[src/design/olu_ram.sv]
// Generic simple dual-port RAM, one write and one registered read port.
// No dependencies.
module olu_ram #(
    parameter int WIDTH = 8,
    parameter int DEPTH = 256
) (
    input  logic                     i_clk,
    input  logic                     i_we,
    input  logic [$clog2(DEPTH)-1:0] i_waddr,
    input  logic [WIDTH-1:0]         i_wdata,
    input  logic [$clog2(DEPTH)-1:0] i_raddr,
    output logic [WIDTH-1:0]         o_rdata
);
    logic [WIDTH-1:0] r_mem [DEPTH];

    always_ff @(posedge i_clk) begin
        if (i_we) begin
            r_mem[i_waddr] <= i_wdata;
        end
        o_rdata <= r_mem[i_raddr];
    end
endmodule

[config.mk]
export PLATFORM = sky130hd
export DESIGN_NAME = olu_ram
export DESIGN_NICKNAME = d
export VERILOG_FILES = /design/src/design/olu_ram.sv
export SDC_FILE = /design/constraint.sdc
export NUM_CORES = 2
export LEC_CHECK = 0
export BUFFER_PORTS_ARGS = -buffer_cell sky130_fd_sc_hd__buf_2
export CELL_PAD_IN_SITES_DETAIL_PLACEMENT = 0
export CELL_PAD_IN_SITES_GLOBAL_PLACEMENT = 2
export CORE_MARGIN = 2
export CORE_UTILIZATION = 45
export DETAILED_ROUTE_END_ITERATION = 6
export MAX_ROUTING_LAYER = met4
export PLACE_DENSITY = 0.83
export SYNTH_ARGS = -nofsm -noshare
export SYNTH_HDL_FRONTEND = slang
export SYNTH_SLANG_ARGS = --single-unit
[constraint.sdc]
create_clock -name i_clk -period 2.5 [get_ports i_clk]
set_input_delay 0.25 -clock i_clk [delete_from_list [all_inputs] [get_ports i_clk]]
set_output_delay 0.25 -clock i_clk [all_outputs]
set_load 0.05 [all_outputs]
### After elaboration in Yosys (flattened, before gate mapping)

Memory sizes are Yosys's and may differ from the RTL's. A register that Yosys moved wholly into a read port is not among the register bits.
Index checks and enable logic that the tools add are counted.

| storage, ports and cells | value |
|---|---|
| bits in registers | 0 |
| RAM bits | 2048 |
| input port bits | 26 |
| logic and storage cells | 3 |
| memories | 1 |

| operators by class | value |
|---|---|
| muxes and demuxes | 2 |

Memory list:

| memory | depth | bits a word | rd ports | clocked after memory_dff | wr ports | RTL line | text |
|---|---|---|---|---|---|---|---|
| r_mem | 256 | 8 | 1 | 1 | 1 | 14 | `logic [WIDTH-1:0] r_mem [DEPTH];` |

Operators with widths:

| cell | number |
|---|---|
| 2-to-1 mux 1 bit | 2 |

### Depth between registers and ports, before layout

| logic depth | value |
|---|---|
| word-level depth | 2 |
| gate-level depth with buffers | 11 |

### Least setup slack after synthesis

No wires, ideal clock.

| timing path | value |
|---|---|
| path type | input port to flip-flop |
| start | input port i_raddr[0] |
| end | register o_rdata[2] (read register of r_mem) |
| arrival | 2057 ps |
| slack | 312 ps |
| stages on the path | 9 |
| buffers on the path | 4 |
| path through | buf_6 > buf_12 > buf_8 > buf_2 > mux4_2 > a22oi_1 > a21oi_1 > nor4_1 > nor4_2 |

RTL lines:

| item | RTL line | text |
|---|---|---|
| from (decl) | 11 | `input logic [$clog2(DEPTH)-1:0] i_raddr,` |
| to (decl) | 12 | `output logic [WIDTH-1:0] o_rdata` |

==> metrics.log <==
INFO  metric vias_per_cell = about 5.9
INFO  metric post_synth_num_cell_types = 55
INFO  metric number_of_h_tree_branching_levels = 4
INFO  metric power_leakage = between 30 and 40 nW
INFO  metric power = around 0.073 W
INFO  metric totalNegativeSetupSlack = 0 ns
INFO  metric drt_first_pass_iters = 7
INFO  metric sort_of_element_at_the_start_of_the_critical_path = flop
INFO  metric synth_compound_area_share = between 3 and 4%
INFO  metric ir_worst_vdd = ~0.73 mV
INFO  metric die-area = 180000 um^2
INFO  metric switchingPower = 0.0154 W
INFO  metric drt_drc_violations_left = 0
INFO  metric crit_slowest_cell = sky130_fd_sc_hd__mux4_2
INFO  metric maxSlewHeadroom = 43.1%
INFO  metric setup.worst_path.class = flop to flop
INFO  metric synth_fa_ha_area_share = 0%
INFO  metric global_route.overflow_total = 0
INFO  metric global_placer_s_final_weighted_congestion = 0.884
INFO  metric cts_inserted_buffers = 200
INFO  metric flow.area_growth_from_synthesis = 18.8%
INFO  metric hold_class = primary input to flop
INFO  metric fin_worst_skew = between 0.03 and 0.04 ns
INFO  metric finalHoldViolations = 0
INFO  metric net_count_synth = ~3800
INFO  metric grt_pass1_wl = 293000 um
INFO  metric rsz0062_at_grt = false
INFO  metric initial_core_util = 45.2%
INFO  metric yosys-mux-area-fraction = 14.6%
INFO  metric synth_top_family_by_area = multiplexers
INFO  metric cap_violations = 0
INFO  metric insertion_delay_of_the_later_clocked_pin_in_the_worst_skew_pair = 0.83 ns
INFO  metric result_of_the_run = finished clean
INFO  metric path_max_fanout = 1
INFO  metric cts.repair_timing.setup_buffer_count = 0
INFO  metric fillerInstances = 13100
INFO  metric antenna_violating_nets_left = 0
INFO  metric crit_path_cell_trace = mux4_2 > mux4_2 > nor2b_1 > nor4_2 > buf_4 > nor4_2
INFO  metric clockBufferDepth = 3
INFO  metric dominantRegCellSynth = sky130_fd_sc_hd__edfxtp_1
INFO  metric dr_total_vias = 41400
INFO  metric critPathMaxStageDelay = 0.55 ns
INFO  metric place.port_buffers = 33
INFO  metric die_outline_height = between 400 and 500 um
INFO  metric synth_area = between 70000 and 80000 um^2
INFO  metric ys_warn_count = 0
INFO  metric grt_util_all_layers = 23.2%
INFO  metric post_route_cells_drive_above_1_share = 32.5%
INFO  metric yosysMostFrequentCell = sky130_fd_sc_hd__edfxtp_1
INFO  metric finalWorstPathRequiredPeriod = ~2.5 ns
INFO  metric nets_final = 4471
INFO  metric holdWs = about 0.079 ns
INFO  metric cts_num_sinks = 2056
INFO  metric synth-simple-area-share = 2.63%
INFO  metric detailed_place.area = 87700 um^2
INFO  metric post-dp-hpwl = 130000 um
INFO  metric path_buf_inv = 1
INFO  metric synth_seq_area_share = 77.5%
INFO  metric worst_ep_required_time = about 3.2 ns
INFO  metric cts_tree = yes
INFO  metric setup_viol = 0
INFO  metric sequentialPowerShare = 52.2%
INFO  metric crit_path_end_kind = flop
INFO  metric synth_async_sr_flop_share = 0%
INFO  metric cell_internal_pwr = 0.0576 W
INFO  metric syn_area_per_cell = 21.3 um^2
INFO  metric first_global_vias = 41600
INFO  metric cells_taking_the_most_area_after_synthesis = sky130_fd_sc_hd__edfxtp_1, sky130_fd_sc_hd__mux4_2, sky130_fd_sc_hd__mux2i_1
INFO  metric synth.top_cells.by_count = sky130_fd_sc_hd__edfxtp_1, sky130_fd_sc_hd__mux4_2, sky130_fd_sc_hd__nor2_1
INFO  metric crit_family = multiplexers
INFO  metric synth_top_cell_area_share = 77.3%
INFO  metric pd_cells = 771 nW/um^2
INFO  metric maximum_number_of_pins_on_one_net_before_global_route_repair = 106
INFO  metric floorplan.core_area = 176000 um^2
INFO  metric drt_iter0_drcs = just over 5000
INFO  metric postRouteWirelength = 202000 um
INFO  metric dieWidth = roughly 420 um
INFO  metric pwr-share-comb = 5.6%
INFO  metric antenna_found_initial = 7
INFO  metric netSwitchingFraction = 21.1%
INFO  metric clock_pin_transition_on_the_worst_setup_and_hold_timing_paths = 0.06 ns
INFO  metric cts.root.buffer_cell = sky130_fd_sc_hd__clkbuf_16
INFO  metric rows = 154
INFO  metric signal_arrival_time_at_the_worst_endpoint = 3.22 ns
INFO  metric synth_enable_flop_cells = 2048
INFO  metric post_drt_wl_per_cell = 29.0 um
INFO  metric final_design_area_no_fill = 94600 um^2
INFO  metric power_share_of_the_clock_group = 42.2%
INFO  metric count_of_state_elements_after_synthesis = 2056
INFO  metric netlist.top_cell.by_area = sky130_fd_sc_hd__edfxtp_1
INFO  metric fmax = between 0.4 and 0.5 GHz
INFO  metric tightestPinTransition = 0.847 ns
INFO  metric yosys.area_share.xor_xnor = 0%
INFO  metric post_synthesis_cell_count = 3733
INFO  metric slew_violations = 0
INFO  metric period_share = 99.5%
INFO  metric top_level_ports = 34
path summary, 6_finish.rpt:
kind	start	to	slack, ns	depth (start not counted)
max	r_mem[66][2]	o_rdata[2]	0.01	6
min	i_wdata[6]	r_mem[197][6]	0.08	1
max reg2reg	r_mem[66][2]	o_rdata[2]	0.01	6
min reg2reg	r_mem[45][6]	o_rdata[6]	1.13	6
cell usage in the layout, fill, tap and decap left out, types with 12 or more instances in the layout:
master / netlist / routed
sky130_fd_sc_hd__buf_4: 27 / 622
sky130_fd_sc_hd__nor3_1: 22 / 20
sky130_fd_sc_hd__clkbuf_1: 111 / 47
sky130_fd_sc_hd__buf_2: 31 / 21
sky130_fd_sc_hd__nor2b_1: 31 / 28
sky130_fd_sc_hd__clkbuf_16: 0 / 204
sky130_fd_sc_hd__o221ai_1: 46 / 46
sky130_fd_sc_hd__nand3_1: 34 / 34
sky130_fd_sc_hd__nand2_1: 33 / 33
sky130_fd_sc_hd__nor2_1: 282 / 279
sky130_fd_sc_hd__o22ai_1: 28 / 28
sky130_fd_sc_hd__mux2i_1: 134 / 134
sky130_fd_sc_hd__a21oi_1: 96 / 96
sky130_fd_sc_hd__nor4_1: 24 / 19
sky130_fd_sc_hd__a22oi_1: 133 / 133
sky130_fd_sc_hd__mux4_2: 454 / 454
sky130_fd_sc_hd__clkinv_2: 0 / 36
sky130_fd_sc_hd__bufinv_16: 0 / 28
sky130_fd_sc_hd__edfxtp_1: 2048 / 2048
sky130_fd_sc_hd__a221oi_1: 13 / 12
sky130_fd_sc_hd__buf_12: 8 / 83
sky130_fd_sc_hd__clkinv_1: 1 / 47
sky130_fd_sc_hd__a211oi_1: 16 / 15
cells by family (layout without fill, tap and decap cells):
family / Yosys count / count (layout)
DFF: 2056 / 2056
buffers and inverters: 235 / 1124
and+or+nand+nor: 466 / 466
muxes: 591 / 591
other: 0 / 6
AOI/OAI and AO/OA: 385 / 385
sequential cells by signal, summed over array words and instances (netlist names):
| signal | cells |
|---|---|
| o_rdata | 8 |
| r_mem | 2048 |
cell type report:
cell class | instances | area [um^2] | share of cell area (%)
clock inverter | 127 | 1450 | 1.53
tap | 2340 | 2930 | 3.10
sequential | 2056 | 61700 | 65.2
multi-input combinational | 1442 | 16500 | 17.5
antenna | 6 | 15.0 | 0.0159
clock buffer | 252 | 5300 | 5.60
inverter | 2 | 7.51 | 0.00794
timing repair buffer | 743 | 6660 | 7.04
per-stage QoR:
step | utilization (%) | setup slack, ns | cells
after floorplan | - | 0.312 | 3733
after global placement | 49.8 | -0.964 | 6576
after detailed placement | 49.8 | -1.02 | 6576
after CTS | 53.7 | 0.0240 | 6962
after global routing | 53.7 | 0.00297 | 6965
final | 53.7 | 0.0135 | 6968
power groups by stage:
| stage | registers [W] | clock network (W) | logic [W] |
|---|---|---|---|
| 2_1_floorplan | 0.0388 | 0 | 0.00185 |
| 3_3_place_gp | 0.0388 | 0 | 0.00402 |
| 3_5_place_dp | 0.0388 | 0 | 0.00407 |
| 4_1_cts | 0.0381 | 0.0312 | 0.00410 |
| 5_1_grt | 0.0380 | 0.0325 | 0.00429 |
| 6_report | 0.0381 | 0.0308 | 0.00408 |
routing by layer:
| metal | track usage (%) | up-vias | wire, um |
|---|---|---|---|
| li1 | - | 17200 | - |
| met1 | 31.1 | 21900 | 79800 |
| met2 | 37.0 | 1983 | 101000 |
| met3 | 3.68 | 352 | 16400 |
| met4 | 6.66 | 0 | 5540 |
| met5 | - | - | 0 |
what timing repair did:
action                     CTS  global route
hold buffers                 7             0
resized for setup            8             1
setup endpoints to repair    7             1
pin swaps                    1             0
hold endpoints to repair   410             0
Power figures use the tool's default switching activity.
