==> src/design/olu_pkg.sv <==
// Shared types, widths and defaults for the occupancy ray log-odds updater.
// No dependencies; compiled first.
package olu_pkg;

    localparam int GRID_WIDTH_DEF  = 256;
    localparam int GRID_HEIGHT_DEF = 256;

    localparam int CELL_W     = 8;
    localparam int COORD_W    = 16;
    localparam int GRID_IDX_W = 8;
    localparam int TOUCH_W    = 17;
    localparam int CFG_IDX_W  = 2;
    localparam int CFG_DATA_W = 8;

    // Bresenham error term: holds +/- twice the largest span with margin
    localparam int ERR_W = COORD_W + 4;

    localparam logic signed [CELL_W-1:0] MISS_WEIGHT_RST = -8'sd4;
    localparam logic signed [CELL_W-1:0] HIT_WEIGHT_RST  = 8'sd9;
    localparam logic signed [CELL_W-1:0] CLAMP_LOW_RST   = -8'sd100;
    localparam logic signed [CELL_W-1:0] CLAMP_HIGH_RST  = 8'sd100;

    typedef enum logic [1:0] {
        MODE_RAY   = 2'd0,
        MODE_READ  = 2'd1,
        MODE_CLEAR = 2'd2,
        MODE_NONE  = 2'd3
    } t_mode;

    typedef enum logic [CFG_IDX_W-1:0] {
        CFG_MISS_WEIGHT = 2'd0,
        CFG_HIT_WEIGHT  = 2'd1,
        CFG_CLAMP_LOW   = 2'd2,
        CFG_CLAMP_HIGH  = 2'd3
    } t_cfg_reg;

    typedef struct packed {
        logic at_end;
        logic in_grid;
    } t_walk_stat;

endpackage

==> src/design/olu_line_step.sv <==
// Bresenham line walker: one cell step per i_step, grid bounds and address.
// Depends on olu_pkg.
module olu_line_step #(
    parameter int GRID_WIDTH  = olu_pkg::GRID_WIDTH_DEF,
    parameter int GRID_HEIGHT = olu_pkg::GRID_HEIGHT_DEF
) (
    input  logic                                i_clk,
    input  logic                                i_load,
    input  logic                                i_step,
    input  logic signed [olu_pkg::COORD_W-1:0]  i_start_x,
    input  logic signed [olu_pkg::COORD_W-1:0]  i_start_y,
    input  logic signed [olu_pkg::COORD_W-1:0]  i_end_x,
    input  logic signed [olu_pkg::COORD_W-1:0]  i_end_y,
    output olu_pkg::t_walk_stat                 o_stat,
    output logic [$clog2(GRID_WIDTH)+$clog2(GRID_HEIGHT)-1:0] o_addr
);
    import olu_pkg::*;

    localparam int XW = $clog2(GRID_WIDTH);
    localparam int YW = $clog2(GRID_HEIGHT);
    localparam int SPAN_W = COORD_W + 1;
    localparam logic signed [COORD_W-1:0] X_LIM = COORD_W'(GRID_WIDTH);
    localparam logic signed [COORD_W-1:0] Y_LIM = COORD_W'(GRID_HEIGHT);

    logic signed [COORD_W-1:0] r_cx, r_cy, r_x1, r_y1;
    logic [SPAN_W-1:0]         r_dx, r_dy;
    logic                      r_sx_neg, r_sy_neg;
    logic signed [ERR_W-1:0]   r_err;

    logic signed [SPAN_W-1:0]  dxs, dys;
    logic [SPAN_W-1:0]         n_dx, n_dy;
    logic signed [ERR_W:0]     e2, dx_e, dy_e;
    logic                      step_x, step_y;
    logic signed [ERR_W-1:0]   n_err;

    always_comb begin
        dxs  = SPAN_W'(i_end_x) - SPAN_W'(i_start_x);
        dys  = SPAN_W'(i_end_y) - SPAN_W'(i_start_y);
        n_dx = dxs[SPAN_W-1] ? SPAN_W'(-dxs) : dxs;
        n_dy = dys[SPAN_W-1] ? SPAN_W'(-dys) : dys;

        e2     = {r_err, 1'b0};
        dx_e   = (ERR_W+1)'(r_dx);
        dy_e   = (ERR_W+1)'(r_dy);
        step_x = e2 > -dy_e;
        step_y = e2 < dx_e;
        n_err  = r_err - (step_x ? ERR_W'(r_dy) : '0) + (step_y ? ERR_W'(r_dx) : '0);
    end

    always_ff @(posedge i_clk) begin
        if (i_load) begin
            r_cx     <= i_start_x;
            r_cy     <= i_start_y;
            r_x1     <= i_end_x;
            r_y1     <= i_end_y;
            r_dx     <= n_dx;
            r_dy     <= n_dy;
            r_sx_neg <= dxs[SPAN_W-1] || (dxs == '0);
            r_sy_neg <= dys[SPAN_W-1] || (dys == '0);
            r_err    <= ERR_W'(n_dx) - ERR_W'(n_dy);
        end else if (i_step) begin
            r_err <= n_err;
            if (step_x) begin
                r_cx <= r_cx + (r_sx_neg ? -16'sd1 : 16'sd1);
            end
            if (step_y) begin
                r_cy <= r_cy + (r_sy_neg ? -16'sd1 : 16'sd1);
            end
        end
    end

    assign o_stat.at_end  = (r_cx == r_x1) && (r_cy == r_y1);
    assign o_stat.in_grid = !r_cx[COORD_W-1] && (r_cx < X_LIM) &&
                            !r_cy[COORD_W-1] && (r_cy < Y_LIM);
    assign o_addr = {r_cy[YW-1:0], r_cx[XW-1:0]};
endmodule

==> config.mk <==
export PLATFORM = sky130hd
export DESIGN_NAME = olu_line_step
export DESIGN_NICKNAME = d
export VERILOG_FILES = /design/src/design/olu_pkg.sv /design/src/design/olu_line_step.sv
export SDC_FILE = /design/constraint.sdc
export NUM_CORES = 1
export LEC_CHECK = 0
export BUFFER_PORTS_ARGS = -buffer_cell sky130_fd_sc_hd__buf_2
export CORE_ASPECT_RATIO = 1.1
export CORE_MARGIN = 3
export CORE_UTILIZATION = 50
export DETAILED_ROUTE_END_ITERATION = 6
export GPL_TIMING_DRIVEN = 0
export PLACE_DENSITY_LB_ADDON = 0.25
export SETUP_SLACK_MARGIN = 0.4
export SLEW_MARGIN = 20
export SYNTH_ARGS = -nofsm -noshare
export SYNTH_HDL_FRONTEND = slang
export SYNTH_SLANG_ARGS = --single-unit
export TNS_END_PERCENT = 30
==> constraint.sdc <==
create_clock -name i_clk -period 9.6 [get_ports i_clk]
set_clock_uncertainty 0.05 [all_clocks]
set_input_delay 2.4 -clock i_clk [delete_from_list [all_inputs] [get_ports i_clk]]
set_output_delay 2.4 -clock i_clk [all_outputs]
set_load 0.01 [all_outputs]
# After elaboration in Yosys (flattened, before gate mapping)
# Index checks and enable logic that the tools add are counted.
# totals
output_inout_bits	18
wordCells	54
reg_bits	120
input_bits	67
# op_classes
reduce_logical	15
eq_ne	2
n_lt_le_gt_ge	4
n_addsub	10
n_mux	14
# ops
operator	count
16-bit two-way mux	8
17-bit two-way mux	4
20-bit two-way mux	2
17-bit logical NOT	2
17-bit negation	2
16-bit by 16-bit subtractor with 17-bit output	2
16-bit adder	2
16-bit equality test	2
16-bit by 10-bit less-than comparator with 1-bit output, second input constant	2
21-bit greater-than comparator	1
21-bit by 18-bit less-than comparator with 1-bit output	1
17-bit negation with 21-bit output	1
20-bit by 17-bit adder with 20-bit output	1
20-bit by 17-bit subtractor with 20-bit output	1
17-bit by 17-bit subtractor with 18-bit output	1
2-bit nonzero test	3
1-bit logical AND	4
2-bit AND reduction	2
1-bit logical NOT	2
1-bit logical OR	2

# Logic depth before layout (Yosys ltp)
# logic_depth
ltp_word	7
mapped_depth	28
mapped_depth_nobuf	27

# Worst setup path before layout
# No wires, ideal clock.
# synth_timing
path_type	input to register
start	in i_end_y[0] in the netlist's numbering
end	reg r_err[16], data pin
n_path_buf	1
path_slack_ns	2.538
required_time_ns	9.285
arrival_ns	6.746
setup_ns	0.265
path_stages	23
path_cell_list	inv_1 -> ha_1 -> inv_1 -> fa_1 -> a211oi_1 -> o211ai_1 -> a31oi_1 -> nand2b_1 -> a21oi_1 -> o21ai_1 -> a41oi_1 -> clkbuf_1 -> a21oi_1 -> xnor2_1 -> ha_1 -> a21o_1 -> a221o_1 -> a31oi_1 -> o21ai_1 -> a31o_2 -> a21oi_1 -> nor4bb_1 -> or3_1
# synth_between
elab_chain_len	5
# synth_lines
item	line	source
start: declaration	olu_line_step.sv:13	input logic signed [olu_pkg::COORD_W-1:0] i_end_y,
16-bit by 16-bit subtractor with 17-bit output *	olu_line_step.sv:38	dys = SPAN_W'(i_end_y) - SPAN_W'(i_start_y);
17-bit negation	olu_line_step.sv:40	n_dy = dys[SPAN_W-1] ? SPAN_W'(-dys) : dys;
17-bit two-way mux *	olu_line_step.sv:40	
17-bit by 17-bit subtractor with 18-bit output *	olu_line_step.sv:60	r_err <= ERR_W'(n_dx) - ERR_W'(n_dy);
20-bit two-way mux *	olu_line_step.sv:51	if (i_load) begin
end signal: assignment	olu_line_step.sv:60	
end signal: assignment	olu_line_step.sv:62	r_err <= n_err;
end: declaration	olu_line_step.sv:28	logic signed [ERR_W-1:0] r_err;
# Every way passes the cells marked *; elsewhere a longest branch is shown, timed or not.
# A chain may end at the register's enable or synchronous reset.

# Final worst setup path
# layout_timing
start	in i_end_y[0] in the netlist's numbering
end	reg r_err[11], data pin
# The elaborated chain is that of the path after synthesis.

==> summary.md <==
| Metric | Value |
|---|---|
| Starting Density | about 50% |
| Root Buffer Master | clkbuf_16 |
| Post-synthesis sequential area ratio | a little under a third |
| PwrDens | ~350 nW/um^2 |
| Clock buffer depth | 2 |
| Fillers | about 2.1k |
| Warnings from Yosys | 0 |
| Most used DFF post-synth | edfxtp_1 |
| Hold Fails Final Rpt | 0 |
| Clk sinks | 120 |
| Fin. max-slew vios | 0 |
| Psw | 2.08 mW |
| Max VDD drop | 0.000171 V |
| Residual DRC count | 0 |
| Net Count, Synth | 1507 |
| Syn Std Cell Area | ~12000 um^2 |
| Sw frac | between 40% and 50% |
| Fin util | 57.3% |
| Crit Path Max Fanout | 6 |
| Synth top area cells | edfxtp_1 31%, ha_1 15%, xor2_1 6.7% |
| Clock Power Share | 14.5% |
| Slew Limit Headroom | 32.5% |
| Inserted Clock Buffers | 17 |
| 1st-pass router iterations | 6 |
| Flip-flop and latch area | around 3600 um^2 |
| Die Y | 167 um |
| IO buf count | 84 |
| CTS clock-pin slew for the worst setup and hold paths | around 0.06 ns |
| Number of buffers inserted by hold repair at cts | 0 |
| Slowest-stage cell, CP | a2111oi_0 |
| Vias | slightly below 10k |
| Peak Freq | between 0.1 and 0.15 GHz |
| Most used cell, CP | a21oi_1 |
| RSZ-0062 raised after global routing | no |
| CP Data Required Time | a little under 10 ns |
| GRT Util Overall | about a quarter |
| Sequential share of power | a little over a fifth |
| Antenna Nets Post-Route | 0 |
| Mapped Cells | around 1.3k |
| ANT cells | 0 |
| Area leader, netlist | edfxtp_1 |
| Vias in the first global route | approximately 9.6k |
| Max incr delay on CP | just over 0.8 ns |
| WS Path Type | input pin to flop |
| Final wirelength | approximately 30000 um |
| Largest net degree at the start of global routing | 41 |
| Critical Path AT | 7.90 ns |
| Hpwl dp | roughly 24000 um |
| First-pass GRT wire length | 49100 um |
| Multi-input gate area | 7390 um^2 |
| Final worst path period need | roughly 8 ns |
| Worst setup path end | r_err[11] |
| Rows | 58 |
| Post-CTS Setup Inserts | 0 |
| Core Area | around 23000 um^2 |
| DR iter-0 viols | between 600 and 700 |
| Die area | 25300 um^2 |
| Ys async rst share | 0% |
| Post-route setup TNS | 0 ns |
| Share of layout cells above drive strength 1 | 10.7% |
| Worst setup startpoint | i_end_y[0] |
| Flops & latches, synth | 120 |
| Logic pwr share | 64.2% |
| Leakage | about 5.9 nW |
| Yosys cell types | a little over 70 |
| Post-synth top area share | 30.7% |
| DR WL/cell | approximately 18 um |
| # Max-Cap Violations | 0 |
| Worst Setup Start Kind | input pin |
| Worst Max-Slew Pin Slew | between 1 and 1.5 ns |
| Area Growth Syn to Fin | 12.2% |
| CP Cell Sequence | buf_2 -> inv_1 -> ha_1 -> inv_1 -> fa_1 -> a211oi_1 -> o211ai_1 -> a31oi_1 -> nand2b_1 -> a21oi_1 -> o21ai_1 -> a41o_1 -> mux2i_1 -> ha_1 -> nor2b_1 -> o21ai_0 -> a21oi_1 -> o211ai_1 -> a21oi_1 -> a2111oi_0 -> o21bai_1 -> xnor2_1 -> mux2i_1 |
| CTS H-tree lvls | 4 |
| Worst-skew pair later-pin latency | between 0.4 and 0.5 ns |
| Die Wd | around 150 um |
| Hold Path Class | flop to flop |
| Mean Syn Cell Area | around 9.1 um^2 |
| Final worst path period share | about four fifths |
| Nets@finish | 1611 |
| FF-to-FF Start | r_dy[8] |
| Total congestion overflow | 0 |
| Post-synth EDFFs | between 100 and 150 |
| DR vias/cell | around 5.7 |
| Worst reg2reg setup slack | 2.57 ns |
| Status | completed |
| GP Congestion | about 0.95 |
| # IOs | 85 |
| CTS resizes | 0 |
| CTS tree | done |
| Type of destination of the critical path | flop |
| Int Power | between 2 and 3 mW |
| # setup viols final | 0 |
| Worst Reg-to-Reg Cells | 27 |
| Initial antenna violation count | 0 |
| R2R Path End | r_err[19] |
cells in the mapped netlist (9+ instances only):
cell type	instances
and2_1	18
nor3_1	24
or3_1	9
edfxtp_1	120
nor2_1	79
nand3_1	15
nor4_1	22
nand4_1	12
a211oi_1	9
o21ai_0	64
fa_1	22
a31oi_1	13
o21a_1	20
a21o_1	36
inv_1	144
nand2_1	106
xnor2_1	76
o31ai_1	11
a21oi_1	71
o21ai_1	19
buf_4	16
ha_1	137
nor2b_1	13
clkbuf_1	15
xor2_1	89
how the worst min path moves through the flow:
stage	start	endpoint	depth (start not counted)
2_1_floorplan	r_cx[0]	r_cx[0]	1
3_3_place_gp	r_cy[0]	r_cy[0]	1
3_5_place_dp	r_cy[0]	r_cy[0]	1
4_1_cts	r_cy[0]	r_cy[0]	1
5_1_grt	r_cy[0]	r_cy[0]	1
6_report	r_cy[0]	r_cy[0]	1
critical path: cells and delay by family:
| kind | cells | cell delay (ns) |
|---|---|---|
| simple gates | 2 | 0.30 |
| fa+ha+maj | 3 | 0.91 |
| compound gates | 12 | 3.22 |
| mux | 2 | 0.65 |
| buf+inv | 3 | 0.21 |
| xor+xnor | 1 | 0.20 |
metrics by stage:
step	hold WS (ns)	cell area (um^2)	total power [mW]	setup WS, ns	std cells
2_1_floorplan	0.602	11700	3.26	2.54	1281
3_3_place_gp	0.655	12500	3.85	1.55	1665
3_5_place_dp	0.640	12500	3.92	1.46	1666
4_1_cts	0.648	13100	4.62	1.85	1697
5_1_grt	0.704	13100	5.07	1.45	1697
6_report	0.638	13100	4.64	1.79	1697
cells in the final DEF (no fill, tap or decap), types with 19 or more instances in the layout:
cell type and instances:
o21ai_0 64, o21ai_1 19, nor2_1 79, nor3_1 24
ha_1 137, buf_2 83, edfxtp_1 120, xor2_1 89
fa_1 22, a21oi_1 71, a21o_1 36, inv_1 144
xnor2_1 76, o21a_1 20, nand2_1 106, nor4_1 22
flip-flops by register name, summed over array words and instances, names as in the netlist:
name / flops
r_err: 20
r_y1: 16
r_cx: 16
r_sy_neg: 1
r_x1: 16
r_sx_neg: 1
r_cy: 16
r_dx: 17
r_dy: 17
power groups by stage:
stage,combinational [mW],clock [mW],sequential [mW]
after floorplan,2.33,0,0.930
after global placement,2.86,0,0.995
after detailed placement,2.93,0,0.995
after CTS,2.96,0.678,0.986
after global routing,3.36,0.700,1.01
final,2.98,0.675,0.989
per-layer routing:
| metal | GRT usage, % | part of all wire, % | vias up |
|---|---|---|---|
| li1 | - | - | 4783 |
| met1 | 31.4 | 44 | 4515 |
| met2 | 41.6 | 49 | 265 |
| met3 | 3.09 | 4.8 | 43 |
| met4 | 7.15 | 2.6 | 0 |
| met5 | 0 | 0 | - |
cell families (layout without fill, tap and decap cells):
logic type | after synthesis | count (layout) | synth area share [%]
adders and majority gates | 159 | 159 | 18.4
muxes | 8 | 8 | 0.705
DFF | 120 | 120 | 30.7
buffers and inverters | 178 | 294 | 6.21
xor gates and xnor gates | 165 | 165 | 12.3
and+or+nand+nor | 345 | 345 | 14.7
AOI/OAI and AO/OA | 306 | 306 | 16.9
area by class of cell:
class	count	share of cell area [%]
buffer	34	1.43
clock buffer	17	3.24
clock inverter	14	1.39
inverter	144	4.11
multi-input combinational	983	56.2
sequential	120	27.4
tap	300	2.86
timing repair buffer	85	3.37
No activity file was read; power rests on OpenSTA's default activity.
