<file path="src/design/olu_pkg.sv">
// Shared types, widths and defaults for the occupancy ray log-odds updater.
// No dependencies; compiled first.
package olu_pkg;

    localparam int GRID_WIDTH_DEF  = 256;
    localparam int GRID_HEIGHT_DEF = 256;

    localparam int CELL_W     = 8;
    localparam int COORD_W    = 16;
    localparam int GRID_IDX_W = 8;
    localparam int TOUCH_W    = 17;
    localparam int CFG_IDX_W  = 2;
    localparam int CFG_DATA_W = 8;

    // Bresenham error term: holds +/- twice the largest span with margin
    localparam int ERR_W = COORD_W + 4;

    localparam logic signed [CELL_W-1:0] MISS_WEIGHT_RST = -8'sd4;
    localparam logic signed [CELL_W-1:0] HIT_WEIGHT_RST  = 8'sd9;
    localparam logic signed [CELL_W-1:0] CLAMP_LOW_RST   = -8'sd100;
    localparam logic signed [CELL_W-1:0] CLAMP_HIGH_RST  = 8'sd100;

    typedef enum logic [1:0] {
        MODE_RAY   = 2'd0,
        MODE_READ  = 2'd1,
        MODE_CLEAR = 2'd2,
        MODE_NONE  = 2'd3
    } t_mode;

    typedef enum logic [CFG_IDX_W-1:0] {
        CFG_MISS_WEIGHT = 2'd0,
        CFG_HIT_WEIGHT  = 2'd1,
        CFG_CLAMP_LOW   = 2'd2,
        CFG_CLAMP_HIGH  = 2'd3
    } t_cfg_reg;

    typedef struct packed {
        logic at_end;
        logic in_grid;
    } t_walk_stat;

endpackage

</file>
<file path="src/design/olu_cell_alu.sv">
// Shared cell update unit: add a weight to a log-odds cell, then clamp.
// Depends on olu_pkg.
module olu_cell_alu (
    input  logic signed [olu_pkg::CELL_W-1:0] i_cell,
    input  logic signed [olu_pkg::CELL_W-1:0] i_weight,
    input  logic signed [olu_pkg::CELL_W-1:0] i_clamp_low,
    input  logic signed [olu_pkg::CELL_W-1:0] i_clamp_high,
    output logic signed [olu_pkg::CELL_W-1:0] o_cell
);
    import olu_pkg::*;

    logic signed [CELL_W:0] sum;
    logic signed [CELL_W:0] upper;

    always_comb begin
        sum = (CELL_W+1)'(i_cell) + (CELL_W+1)'(i_weight);
        // high bound first, then low bound; inverted bounds give clamp_low
        upper = (sum > (CELL_W+1)'(i_clamp_high)) ? (CELL_W+1)'(i_clamp_high) : sum;
        if (upper < (CELL_W+1)'(i_clamp_low)) begin
            o_cell = i_clamp_low;
        end else begin
            o_cell = upper[CELL_W-1:0];
        end
    end
endmodule

</file>
<file path="config.mk">
export PLATFORM = sky130hd
export DESIGN_NAME = olu_cell_alu
export DESIGN_NICKNAME = d
export VERILOG_FILES = /design/src/design/olu_pkg.sv /design/src/design/olu_cell_alu.sv
export SDC_FILE = /design/constraint.sdc
export NUM_CORES = 1
export LEC_CHECK = 0
export BUFFER_PORTS_ARGS = -buffer_cell sky130_fd_sc_hd__buf_2
export CAP_MARGIN = 20
export CELL_PAD_IN_SITES_DETAIL_PLACEMENT = 1
export CELL_PAD_IN_SITES_GLOBAL_PLACEMENT = 1
export CORE_ASPECT_RATIO = 0.7
export CORE_UTILIZATION = 40
export DETAILED_ROUTE_END_ITERATION = 7
export GPL_TIMING_DRIVEN = 0
export MAX_ROUTING_LAYER = met4
export PLACE_DENSITY_LB_ADDON = 0.1
export SYNTH_ARGS = -nofsm -noshare
export SYNTH_HDL_FRONTEND = slang
export SYNTH_SLANG_ARGS = --single-unit
export TNS_END_PERCENT = 10
</file>
<file path="constraint.sdc">
create_clock -name vclk -period 11
set_input_delay 1.1 -clock vclk [all_inputs]
set_output_delay 1.1 -clock vclk [all_outputs]
set_load 0.02 [all_outputs]
</file>
After elaboration in Yosys (flattened, before gate mapping)
Index checks and enable logic that the tools add are counted.
{ "word_totals": {"ff_bits": 0, "input_bits": 32, "wordCells": 5} }
{ "classes": {"add_sub_neg": 1, "order_cmp": 2, "mux": 2} }
{ "ops": {"columns": ["operator", "count"], "rows": [
  ["8-bit by 8-bit adder with 9-bit output", 1],
  ["9-bit by 8-bit > comparator with 1-bit output", 1],
  ["9-bit by 8-bit less-than comparator with 1-bit output", 1],
  ["9-bit two-way mux", 1],
  ["8-bit two-way mux", 1]
]} }

Depth between registers and ports, before layout
Gate-level depths: netlist of the first run.
{ "depth": {"depth_word": 5, "ltp_mapped": 20, "ltp_nobuf": 20} }

Worst setup path before layout of the first run
Ideal clock, no wire load.
{ "synth_path": {"path_type": "input -> output", "from": "input i_cell[0] (netlist bit)", "to": "output o_cell[0] (netlist bit)", "t_arrival_ns": 5.643, "t_required_ns": 9.900, "setup_slack_ns": 4.257, "cell_stages": 19, "path_cell_list": "ha_1 > fa_1 > a21o_1 > a21oi_1 > o21ai_0 > a211oi_1 > ha_1 > nand2_1 > nor3_1 > or3_4 > o221ai_4 > mux2_2 > ha_1 > nand4_1 > or3_1 > a21oi_1 > a21oi_1 > mux2i_4 > mux2_2"} }
{ "synth_via": {"elab_chain_cells": 5} }
{ "synth_lines": {"columns": ["element", "line", "text"], "rows": [
  ["start: declaration", "olu_cell_alu.sv:4", "input logic signed [olu_pkg::CELL_W-1:0] i_cell,"],
  ["8-bit by 8-bit adder with 9-bit output *", "olu_cell_alu.sv:16", "sum = (CELL_W+1)'(i_cell) + (CELL_W+1)'(i_weight);"],
  ["9-bit by 8-bit > comparator with 1-bit output", "olu_cell_alu.sv:18", "upper = (sum > (CELL_W+1)'(i_clamp_high)) ? (CELL_W+1)'(i_clamp_high) : sum;"],
  ["9-bit two-way mux *", "olu_cell_alu.sv:18", null],
  ["9-bit by 8-bit less-than comparator with 1-bit output", "olu_cell_alu.sv:19", "if (upper < (CELL_W+1)'(i_clamp_low)) begin"],
  ["8-bit two-way mux *", "olu_cell_alu.sv:19", null],
  ["end: declaration", "olu_cell_alu.sv:8", "output logic signed [olu_pkg::CELL_W-1:0] o_cell"]
]} }
Every way passes the cells marked *; elsewhere a longest branch is shown, timed or not.

Worst setup path in the final report of the first run
{ "layout_path": {"from": "input i_cell[0] (netlist bit)", "to": "output o_cell[7] (netlist bit)"} }
The elaborated chain is that of the path after synthesis.

==> run_results.csv, run 1 <==
group,metric,value,unit
timing,setup_viol,0,
die,core_area,2240,µm²
drt,drt_wl_total,2600,µm
timing,finalCritPeriodShare,68.6,%
die,die_y,43.6,µm
timing,max_freq,0.132,GHz
logic_synthesis,yosys_warnings,0,
logic_synthesis,syn-cell-area,987,µm²
cells_and_area,stdcell_count,193,
outcome,outcome,"finished clean",
timing,tightest_slew,0.499,ns
hold_path,hold_class,"input pin to output port",
timing,relSlewSlack,66.5,%
placement,place_congestion,0.714,
timing,drv_slew,0,
clock_tree,cts_hold_buf,0,
critical_path,crit_path_max_fanout,10,
die,dieArea,2670,µm²
critical_path,path_buf_inv,2,
critical_path,slowest_stage,"o221ai_4",
drt,via_count,1034,
logic_synthesis,yosysSeqAreaShare,0,%
logic_synthesis,syn-instance-count,121,
hold_path,min_to,"o_cell[6]",
cells_and_area,multi_input_area,916,µm²
drt,drcViolationCount,0,
cells_and_area,final-seq-area,0,µm²
cells_and_area,n_antenna_cell,0,
global_route,antenna_found_initial,0,
cells_and_area,clkbuf_count,0,
global_route,grt_pass1_wl,4080,µm
cells_and_area,nFlopsAndLatches,0,
critical_path,cp-start-kind,"input pin",
cells_and_area,nNetsFinal,221,
critical_path,critPathTopFamily,"compound AO/OA/AOI/OAI gates",
die,num_rows,14,
hold_path,min_from,"i_clamp_low[6]",
run,maxCapViolCount,0,
placement,hpwl,2420,µm
timing,fin_crit,7.55,ns
cells_and_area,area_growth,24.3,%
drt,ant_nets,0,
critical_path,cp_data_arrival_time,6.45,ns
placement,io_buffers,40,
logic_synthesis,synth_nets,179,
drt,firstDrtPassIters,2,
cells_and_area,drive_above_1_share,37.3,%
power,p_per_area,128,nW/µm²
critical_path,path_class,"input pin to output port",
logic_synthesis,syn_area_per_cell,8.16,µm²
critical_path,worstPathCellList,"buf_2 -> ha_1 -> fa_1 -> a21o_1 -> a21oi_1 -> o21ai_0 -> a211oi_1 -> ha_1 -> nand2_1 -> nor3_1 -> or3_4 -> o221ai_4 -> mux2_2 -> ha_1 -> nand4_1 -> or3_1 -> a21oi_1 -> a21oi_1 -> mux2i_4 -> mux2_2 -> buf_2",
drt,post_drt_wl_per_cell,13.5,µm
hold_path,holdPathStages,3,
critical_path,worstSetupEndpointType,"output port",
cells_and_area,nFillCells,304,
logic_synthesis,yosysUniqueCellTypes,30,
drt,drt_iter0_drc,13,
die,die_w,61.4,µm
critical_path,crit_path_max_incr_delay,0.42,ns
placement,dp.cells,193,
power,leakage,0.667,nW
drt,via_per_inst,5.36,
power,vdd_drop_max,0.0000806,V
global_route,first_global_vias,979,
timing,rsz0062_at_grt,"no",
clock_tree,cts_resized,0,
critical_path,crit_required,9.90,ns
global_route,grt_use_total,20.4,%
timing,hold_violations,0,
clock_tree,cts_setup_buffers,0,
die,start_util,44.0,%
die,ios,40,
global_route,grt_overflow,0,
timing,finalSetupTns,0,ns
global_route,grt_start_max_net_pins,11,
==> synth_stat cells <==
cell type	count	area [µm²]
ha_1	25	313
inv_1	19	71.3
mux2_2	16	180
a21oi_1	10	50.1
nand2_1	7	26.3
a21o_1	4	30.0
nor2_1	4	15.0
nor3_1	4	20.0
xnor2_1	3	26.3
a211oi_1	2	15.0
nand3_1	2	10.0
nand4_1	2	12.5
nor4_1	2	12.5
o2111ai_1	2	17.5
o21a_1	2	15.0
o21ai_0	2	10.0
xor2_1	2	17.5
a22o_1	1	8.76
a31oi_1	1	6.26
fa_1	1	20.0
mux2i_1	1	10.0
mux2i_4	1	22.5
nand2b_1	1	6.26
nor2b_1	1	6.26
o211ai_1	1	7.51
o21bai_1	1	7.51
o221ai_4	1	26.3
or2_2	1	6.26
or3_1	1	6.26
or3_4	1	11.3
==> per-layer routing <==
metal,share of wire [%],global-route usage (%)
met1,48,26.3
met2,49,38.0
met3,3.1,0
met4,0,0
met5,0,-
==> metrics by stage <==
stage                     instance area (µm²)  total power [W]  setup WS [ns]  utilization (%)  hold slack, ns
after global placement                   1230         0.000150           3.62             54.7            2.56
after CTS                                1230         0.000159           3.45             54.7            2.57
after floorplan                           987         0.000117           4.26                -            2.39
after global routing                     1230         0.000171           3.11             54.7            2.58
after detailed placement                 1230         0.000158           3.47             54.7            2.57
final                                    1230         0.000158           3.45             54.7            2.56
==> layout make-up <==
cell class | count | share of cell area (%)
repair buffers | 40 | 16.3
well taps | 32 | 3.26
inverters | 19 | 5.81
multi-input cells | 102 | 74.6
==> layout by cell type, fill, tap and decap left out, types with 2 or more instances in the layout <==
| cell | count |
|---|---|
| nand3_1 | 2 |
| nand2_1 | 7 |
| a21oi_1 | 10 |
| a21o_1 | 4 |
| o21a_1 | 2 |
| inv_1 | 19 |
| nor3_1 | 4 |
| xor2_1 | 2 |
| nor4_1 | 2 |
| buf_2 | 40 |
| a211oi_1 | 2 |
| mux2_2 | 16 |
| o21ai_0 | 2 |
| xnor2_1 | 3 |
| nand4_1 | 2 |
| ha_1 | 25 |
| nor2_1 | 4 |
| o2111ai_1 | 2 |
==> cells by family (layout without fill, tap and decap cells) <==
family                     after synthesis  in the layout  share of synthesized area (%)
AOI/OAI and AO/OA                       27             27                           19.6
adders and majority gates               26             26                           33.7
and+or+nand+nor                         26             26                           13.4
buffers and inverters                   19             59                           7.22
muxes                                   18             18                           21.5
xor gates and xnor gates                 5              5                           4.44
==> where the power goes <==
part / leakage (nW) / switching (W) / internal [W]
Sequential: 0 / 0 / 0
Clock: 0 / 0 / 0
Combinational: 0.667 / 0.0000854 / 0.0000722
Total: 0.667 / 0.0000854 / 0.0000722
==> tightest hold or removal path, cell delays in order <==
cell,delay [ns]
buf_2,0.08
mux2_2,0.13
buf_2,0.15
==> worst max-delay path by stage <==
stage / from / endpoint / slack, ns / depth (start not counted)
3_5_place_dp: i_cell[0] / o_cell[2] / 3.47 / 21
3_3_place_gp: i_cell[0] / o_cell[2] / 3.62 / 21
2_1_floorplan: i_cell[0] / o_cell[0] / 4.26 / 19
4_1_cts: i_cell[0] / o_cell[2] / 3.45 / 21
6_report: i_cell[0] / o_cell[7] / 3.45 / 21
5_1_grt: i_cell[0] / o_cell[7] / 3.11 / 21
No activity file was read; power rests on OpenSTA's default activity.
==> run 2, diff against run 1 <==
Settings changed: CORE_UTILIZATION 40 to 37.
Clock period 11 ns to 7.55 ns, I/O delays scaled along.
==> run_results.csv, run 2 (same netlist as run 1, synthesis figures left out) <==
group,metric,value,unit
outcome,outcome,"finished clean",
critical_path,slowest_stage,"o221ai_4",
power,p_sw,0.000124,W
die,die_w,63.7,µm
clock_tree,cts_resized,0,
critical_path,crit_path_max_fanout,10,
cells_and_area,final-seq-area,0,µm²
cells_and_area,clkbuf_count,0,
die,dieArea,2880,µm²
cells_and_area,layout_commonest_cell,"buf_2",
power,p_sw_share,54.1,%
cells_and_area,area_growth,24.6,%
critical_path,worstPathCellList,"buf_2 -> ha_1 -> fa_1 -> a21o_1 -> a21oi_1 -> o21ai_0 -> a211oi_1 -> ha_1 -> nand2_1 -> nor3_1 -> or3_4 -> o221ai_4 -> mux2_2 -> ha_1 -> nand4_1 -> or3_1 -> a21oi_1 -> a21oi_1 -> mux2i_4 -> mux2_2 -> buf_2",
drt,via_per_inst,5.14,
power,seq_power_share,0,%
drt,via_count,1002,
drt,drcViolationCount,0,
die,die_y,45.2,µm
placement,dpl_cell_area,1230,µm²
global_route,grt_use_total,18.7,%
global_route,antenna_found_initial,0,
power,power_frac_comb,100.0,%
timing,tightest_slew,0.524,ns
global_route,first_global_vias,1014,
cells_and_area,nFlopsAndLatches,0,
drt,drt_wl_total,2470,µm
die,core_area,2500,µm²
critical_path,critPathTopFamily,"compound AO/OA/AOI/OAI gates",
global_route,grt_start_max_net_pins,11,
power,p_int,0.000105,W
drt,ant_nets,0,
drt,post_drt_wl_per_cell,12.7,µm
placement,hpwl,2310,µm
drt,drt_iter0_drc,16,
global_route,grt_overflow,0,
power,leakage,0.667,nW
drt,firstDrtPassIters,4,
clock_tree,cts_setup_buffers,0,
timing,fin_crit,6.85,ns
timing,drv_slew,0,
timing,hold_violations,0,
timing,max_freq,0.146,GHz
placement,io_buffers,40,
cells_and_area,drive_above_1_share,37.3,%
global_route,grt_pass1_wl,4240,µm
die,num_rows,15,
die,ios,40,
timing,setup_viol,0,
timing,finalSetupTns,0,ns
cells_and_area,nNetsFinal,221,
cells_and_area,n_antenna_cell,0,
critical_path,path_buf_inv,2,
cells_and_area,stdcell_area,1230,µm²
critical_path,cp-start-kind,"input pin",
critical_path,worstSetupEndpointType,"output port",
run,maxCapViolCount,0,
placement,place_congestion,0.745,
timing,finalCritPeriodShare,90.7,%
critical_path,crit_required,6.80,ns
timing,relSlewSlack,64.8,%
critical_path,cp_data_arrival_time,6.10,ns
hold_path,hold_class,"input pin to output port",
die,start_util,39.5,%
cells_and_area,nFillCells,332,
cells_and_area,mostFrequentLayoutCells,"buf_2 (40), ha_1 (25), inv_1 (19)",
cells_and_area,multi_input_area,916,µm²
power,vdd_drop_max,0.000102,V
clock_tree,cts_hold_buf,0,
power,power_frac_clock,0,%
critical_path,path_class,"input pin to output port",
critical_path,crit_path_max_incr_delay,0.41,ns
timing,rsz0062_at_grt,"no",
power,p_per_area,186,nW/µm²
==> run 2: area by class of cell <==
type	count	area share, %
timing repair buffer	40	16.3
tap	34	3.46
multi-input combinational	102	74.5
inverter	19	5.80
==> run 2: stage by stage <==
stage / power [W] / hold slack, ns / std cells / util (%) / setup slack [ns]
6_report: 0.000228 / 1.87 / 195 / 49.3 / 0.699
5_1_grt: 0.000251 / 1.90 / 195 / 49.3 / 0.346
4_1_cts: 0.000231 / 1.87 / 195 / 49.3 / 0.639
3_3_place_gp: 0.000220 / 1.86 / 195 / 49.3 / 0.823
2_1_floorplan: 0.000170 / 1.70 / 121 / - / 1.50
3_5_place_dp: 0.000230 / 1.87 / 195 / 49.3 / 0.650
==> run 2: final timing paths <==
| kind | from | to | slack (ns) | depth (start not counted) |
|---|---|---|---|---|
| worst min-delay path | i_clamp_low[4] | o_cell[4] | 1.87 | 3 |
| worst max-delay path | i_cell[0] | o_cell[2] | 0.70 | 21 |
==> run 2: power groups by stage <==
stage,clock network [W],logic [W],registers [W]
after floorplan,0,0.000170,0
final,0,0.000228,0
after global routing,0,0.000251,0
after CTS,0,0.000231,0
after global placement,0,0.000220,0
after detailed placement,0,0.000230,0
==> run 2: metal layers <==
| layer | share of wire [%] | global-route usage (%) | up-vias |
|---|---|---|---|
| met1 | 49 | 23.4 | 449 |
| met3 | 3.5 | 0 | 0 |
| met5 | 0 | - | - |
| li1 | - | - | 527 |
| met2 | 48 | 36.6 | 26 |
| met4 | 0 | 0 | 0 |
==> run 3, diff against run 2 <==
Settings changed: ABC_AREA set to 1, CORE_UTILIZATION 37 to 36.
==> run_results.csv, run 3 <==
group,metric,value,unit
global_route,first_global_vias,1364,
global_route,grt_start_max_net_pins,10,
timing,fin_crit,6.17,ns
power,leakage,0.860,nW
power,vdd_drop_max,0.000113,V
placement,place_congestion,0.824,
critical_path,critPathTopFamily,"simple AND/OR/NAND/NOR gates",
critical_path,cpMostUsedCell,"nand2_1",
run,maxCapViolCount,0,
clock_tree,cts_hold_buf,0,
placement,io_buffers,40,
drt,drt_wl_total,3300,µm
cells_and_area,clkbuf_count,0,
die,die_y,49.4,µm
cells_and_area,layout_commonest_cell,"nand2_1",
critical_path,worstSetupEndpointType,"output port",
drt,drcViolationCount,0,
cells_and_area,nNetsFinal,288,
logic_synthesis,synth_nets,246,
critical_path,cp_data_arrival_time,5.42,ns
hold_path,hold_class,"input pin to output port",
hold_path,holdPathStages,4,
global_route,antenna_found_initial,0,
cells_and_area,drive_above_1_share,25.9,%
clock_tree,cts_resized,0,
logic_synthesis,synth_area_leader_cell,"ha_1",
die,die_w,69.7,µm
timing,hold_slack,1.87,ns
critical_path,cp-start-kind,"input pin",
timing,finalSetupTns,0,ns
drt,ant_nets,0,
logic_synthesis,syn-cell-area,1150,µm²
power,p_per_area,221,nW/µm²
critical_path,slowest_stage,"fa_1",
die,start_util,39.5,%
timing,rsz0062_at_grt,"no",
placement,hpwl,3060,µm
global_route,grt_use_total,21.4,%
timing,finalCritPeriodShare,81.7,%
drt,via_count,1330,
cells_and_area,mostFrequentLayoutCells,"nand2_1 (46), buf_2 (40), inv_1 (33)",
logic_synthesis,yosysUniqueCellTypes,26,
cells_and_area,stdcell_count,264,
critical_path,crit_required,6.80,ns
logic_synthesis,yosysSeqAreaShare,0,%
cells_and_area,area_growth,21.3,%
die,dieArea,3440,µm²
drt,drt_iter0_drc,30,
global_route,grt_overflow,0,
timing,relSlewSlack,78.2,%
critical_path,path_buf_inv,5,
global_route,grt_pass1_wl,6000,µm
timing,setup_viol,0,
clock_tree,cts_setup_buffers,0,
die,num_rows,16,
logic_synthesis,yosys_warnings,0,
cells_and_area,final-seq-area,0,µm²
outcome,outcome,"finished clean",
hold_path,min_from,"i_clamp_low[3]",
critical_path,crit_path_max_incr_delay,0.41,ns
die,core_area,2920,µm²
die,ios,40,
logic_synthesis,syn-instance-count,188,
logic_synthesis,syn_area_per_cell,6.14,µm²
logic_synthesis,synth_common_cells,"nand2_1 (46), inv_1 (33), ha_1 (25), nand3_1 (23), a21oi_1 (10)",
placement,dp.cells,264,
cells_and_area,n_antenna_cell,0,
drt,post_drt_wl_per_cell,12.5,µm
timing,tightest_slew,0.324,ns
timing,max_freq,0.162,GHz
logic_synthesis,synth_top_area_share,27.1,%
cells_and_area,nFlopsAndLatches,0,
logic_synthesis,synth.most_common_cell,"nand2_1",
drt,via_per_inst,5.04,
critical_path,crit_path_max_fanout,9,
logic_synthesis,synthTopCellsByArea,"ha_1 (27%), nand2_1 (15%), inv_1 (11%)",
hold_path,min_to,"o_cell[3]",
timing,hold_violations,0,
drt,firstDrtPassIters,4,
critical_path,path_class,"input pin to output port",
timing,drv_slew,0,
## run 3: changes by cell type in the layout (fill, tap and decap cells not counted), sizes merged, moves of 3 or more
cell / previous run / this run
nor3: 4 / 1
nand3: 2 / 28
mux2: 16 / 0
a21o: 4 / 0
nand2: 7 / 53
nand4: 2 / 5
inv: 19 / 36
o21ai: 2 / 12
## run 3: cell type report
class / instances / area (µm²)
Inverter: 37 / 141
Fill cell: 423 / 1520
Timing Repair Buffer: 40 / 200
Tap cell: 36 / 45.0
Multi-Input combinational cell: 151 / 1010
## run 3: per-layer routing
| layer | wire length, µm | GRT usage (%) | vias up |
|---|---|---|---|
| met2 | 1520 | 39.6 | 24 |
| li1 | - | - | 707 |
| met5 | 0 | - | - |
| met4 | 0 | 0 | 0 |
| met3 | 108 | 0.620 | 0 |
| met1 | 1680 | 27.9 | 599 |
## run 3: through the flow
step	utilization [%]	total power, W	setup slack (ns)	cell area, µm²
final	47.9	0.000310	1.38	1400
after global routing	47.9	0.000349	0.862	1400
after CTS	47.9	0.000312	1.38	1400
after detailed placement	47.9	0.000310	1.39	1400
after global placement	47.9	0.000296	1.64	1400
after floorplan	-	0.000225	2.25	1150
## run 3: power by group
group          total [W]  internal (W)  switching, W  leakage [nW]
clock                  0             0             0             0
sequential             0             0             0             0
combinational   0.000310      0.000105      0.000204         0.860
total           0.000310      0.000105      0.000204         0.860
## run 3: worst max path at each step
stage	to	depth (start not counted)	start
global route	o_cell[3]	30	i_cell[0]
floorplan	o_cell[0]	28	i_cell[0]
CTS	o_cell[7]	30	i_cell[0]
finish	o_cell[7]	30	i_cell[0]
detailed placement	o_cell[7]	30	i_cell[0]
global placement	o_cell[7]	30	i_cell[0]
## run 3: cell families (layout without fill, tap and decap cells)
family,Yosys count,in the layout,synth area share (%)
xor gates and xnor gates,5,5,3.80
AOI/OAI and AO/OA,25,25,11.5
buffers and inverters,37,77,12.3
adders and majority gates,26,26,28.9
and+or+nand+nor,95,95,43.6
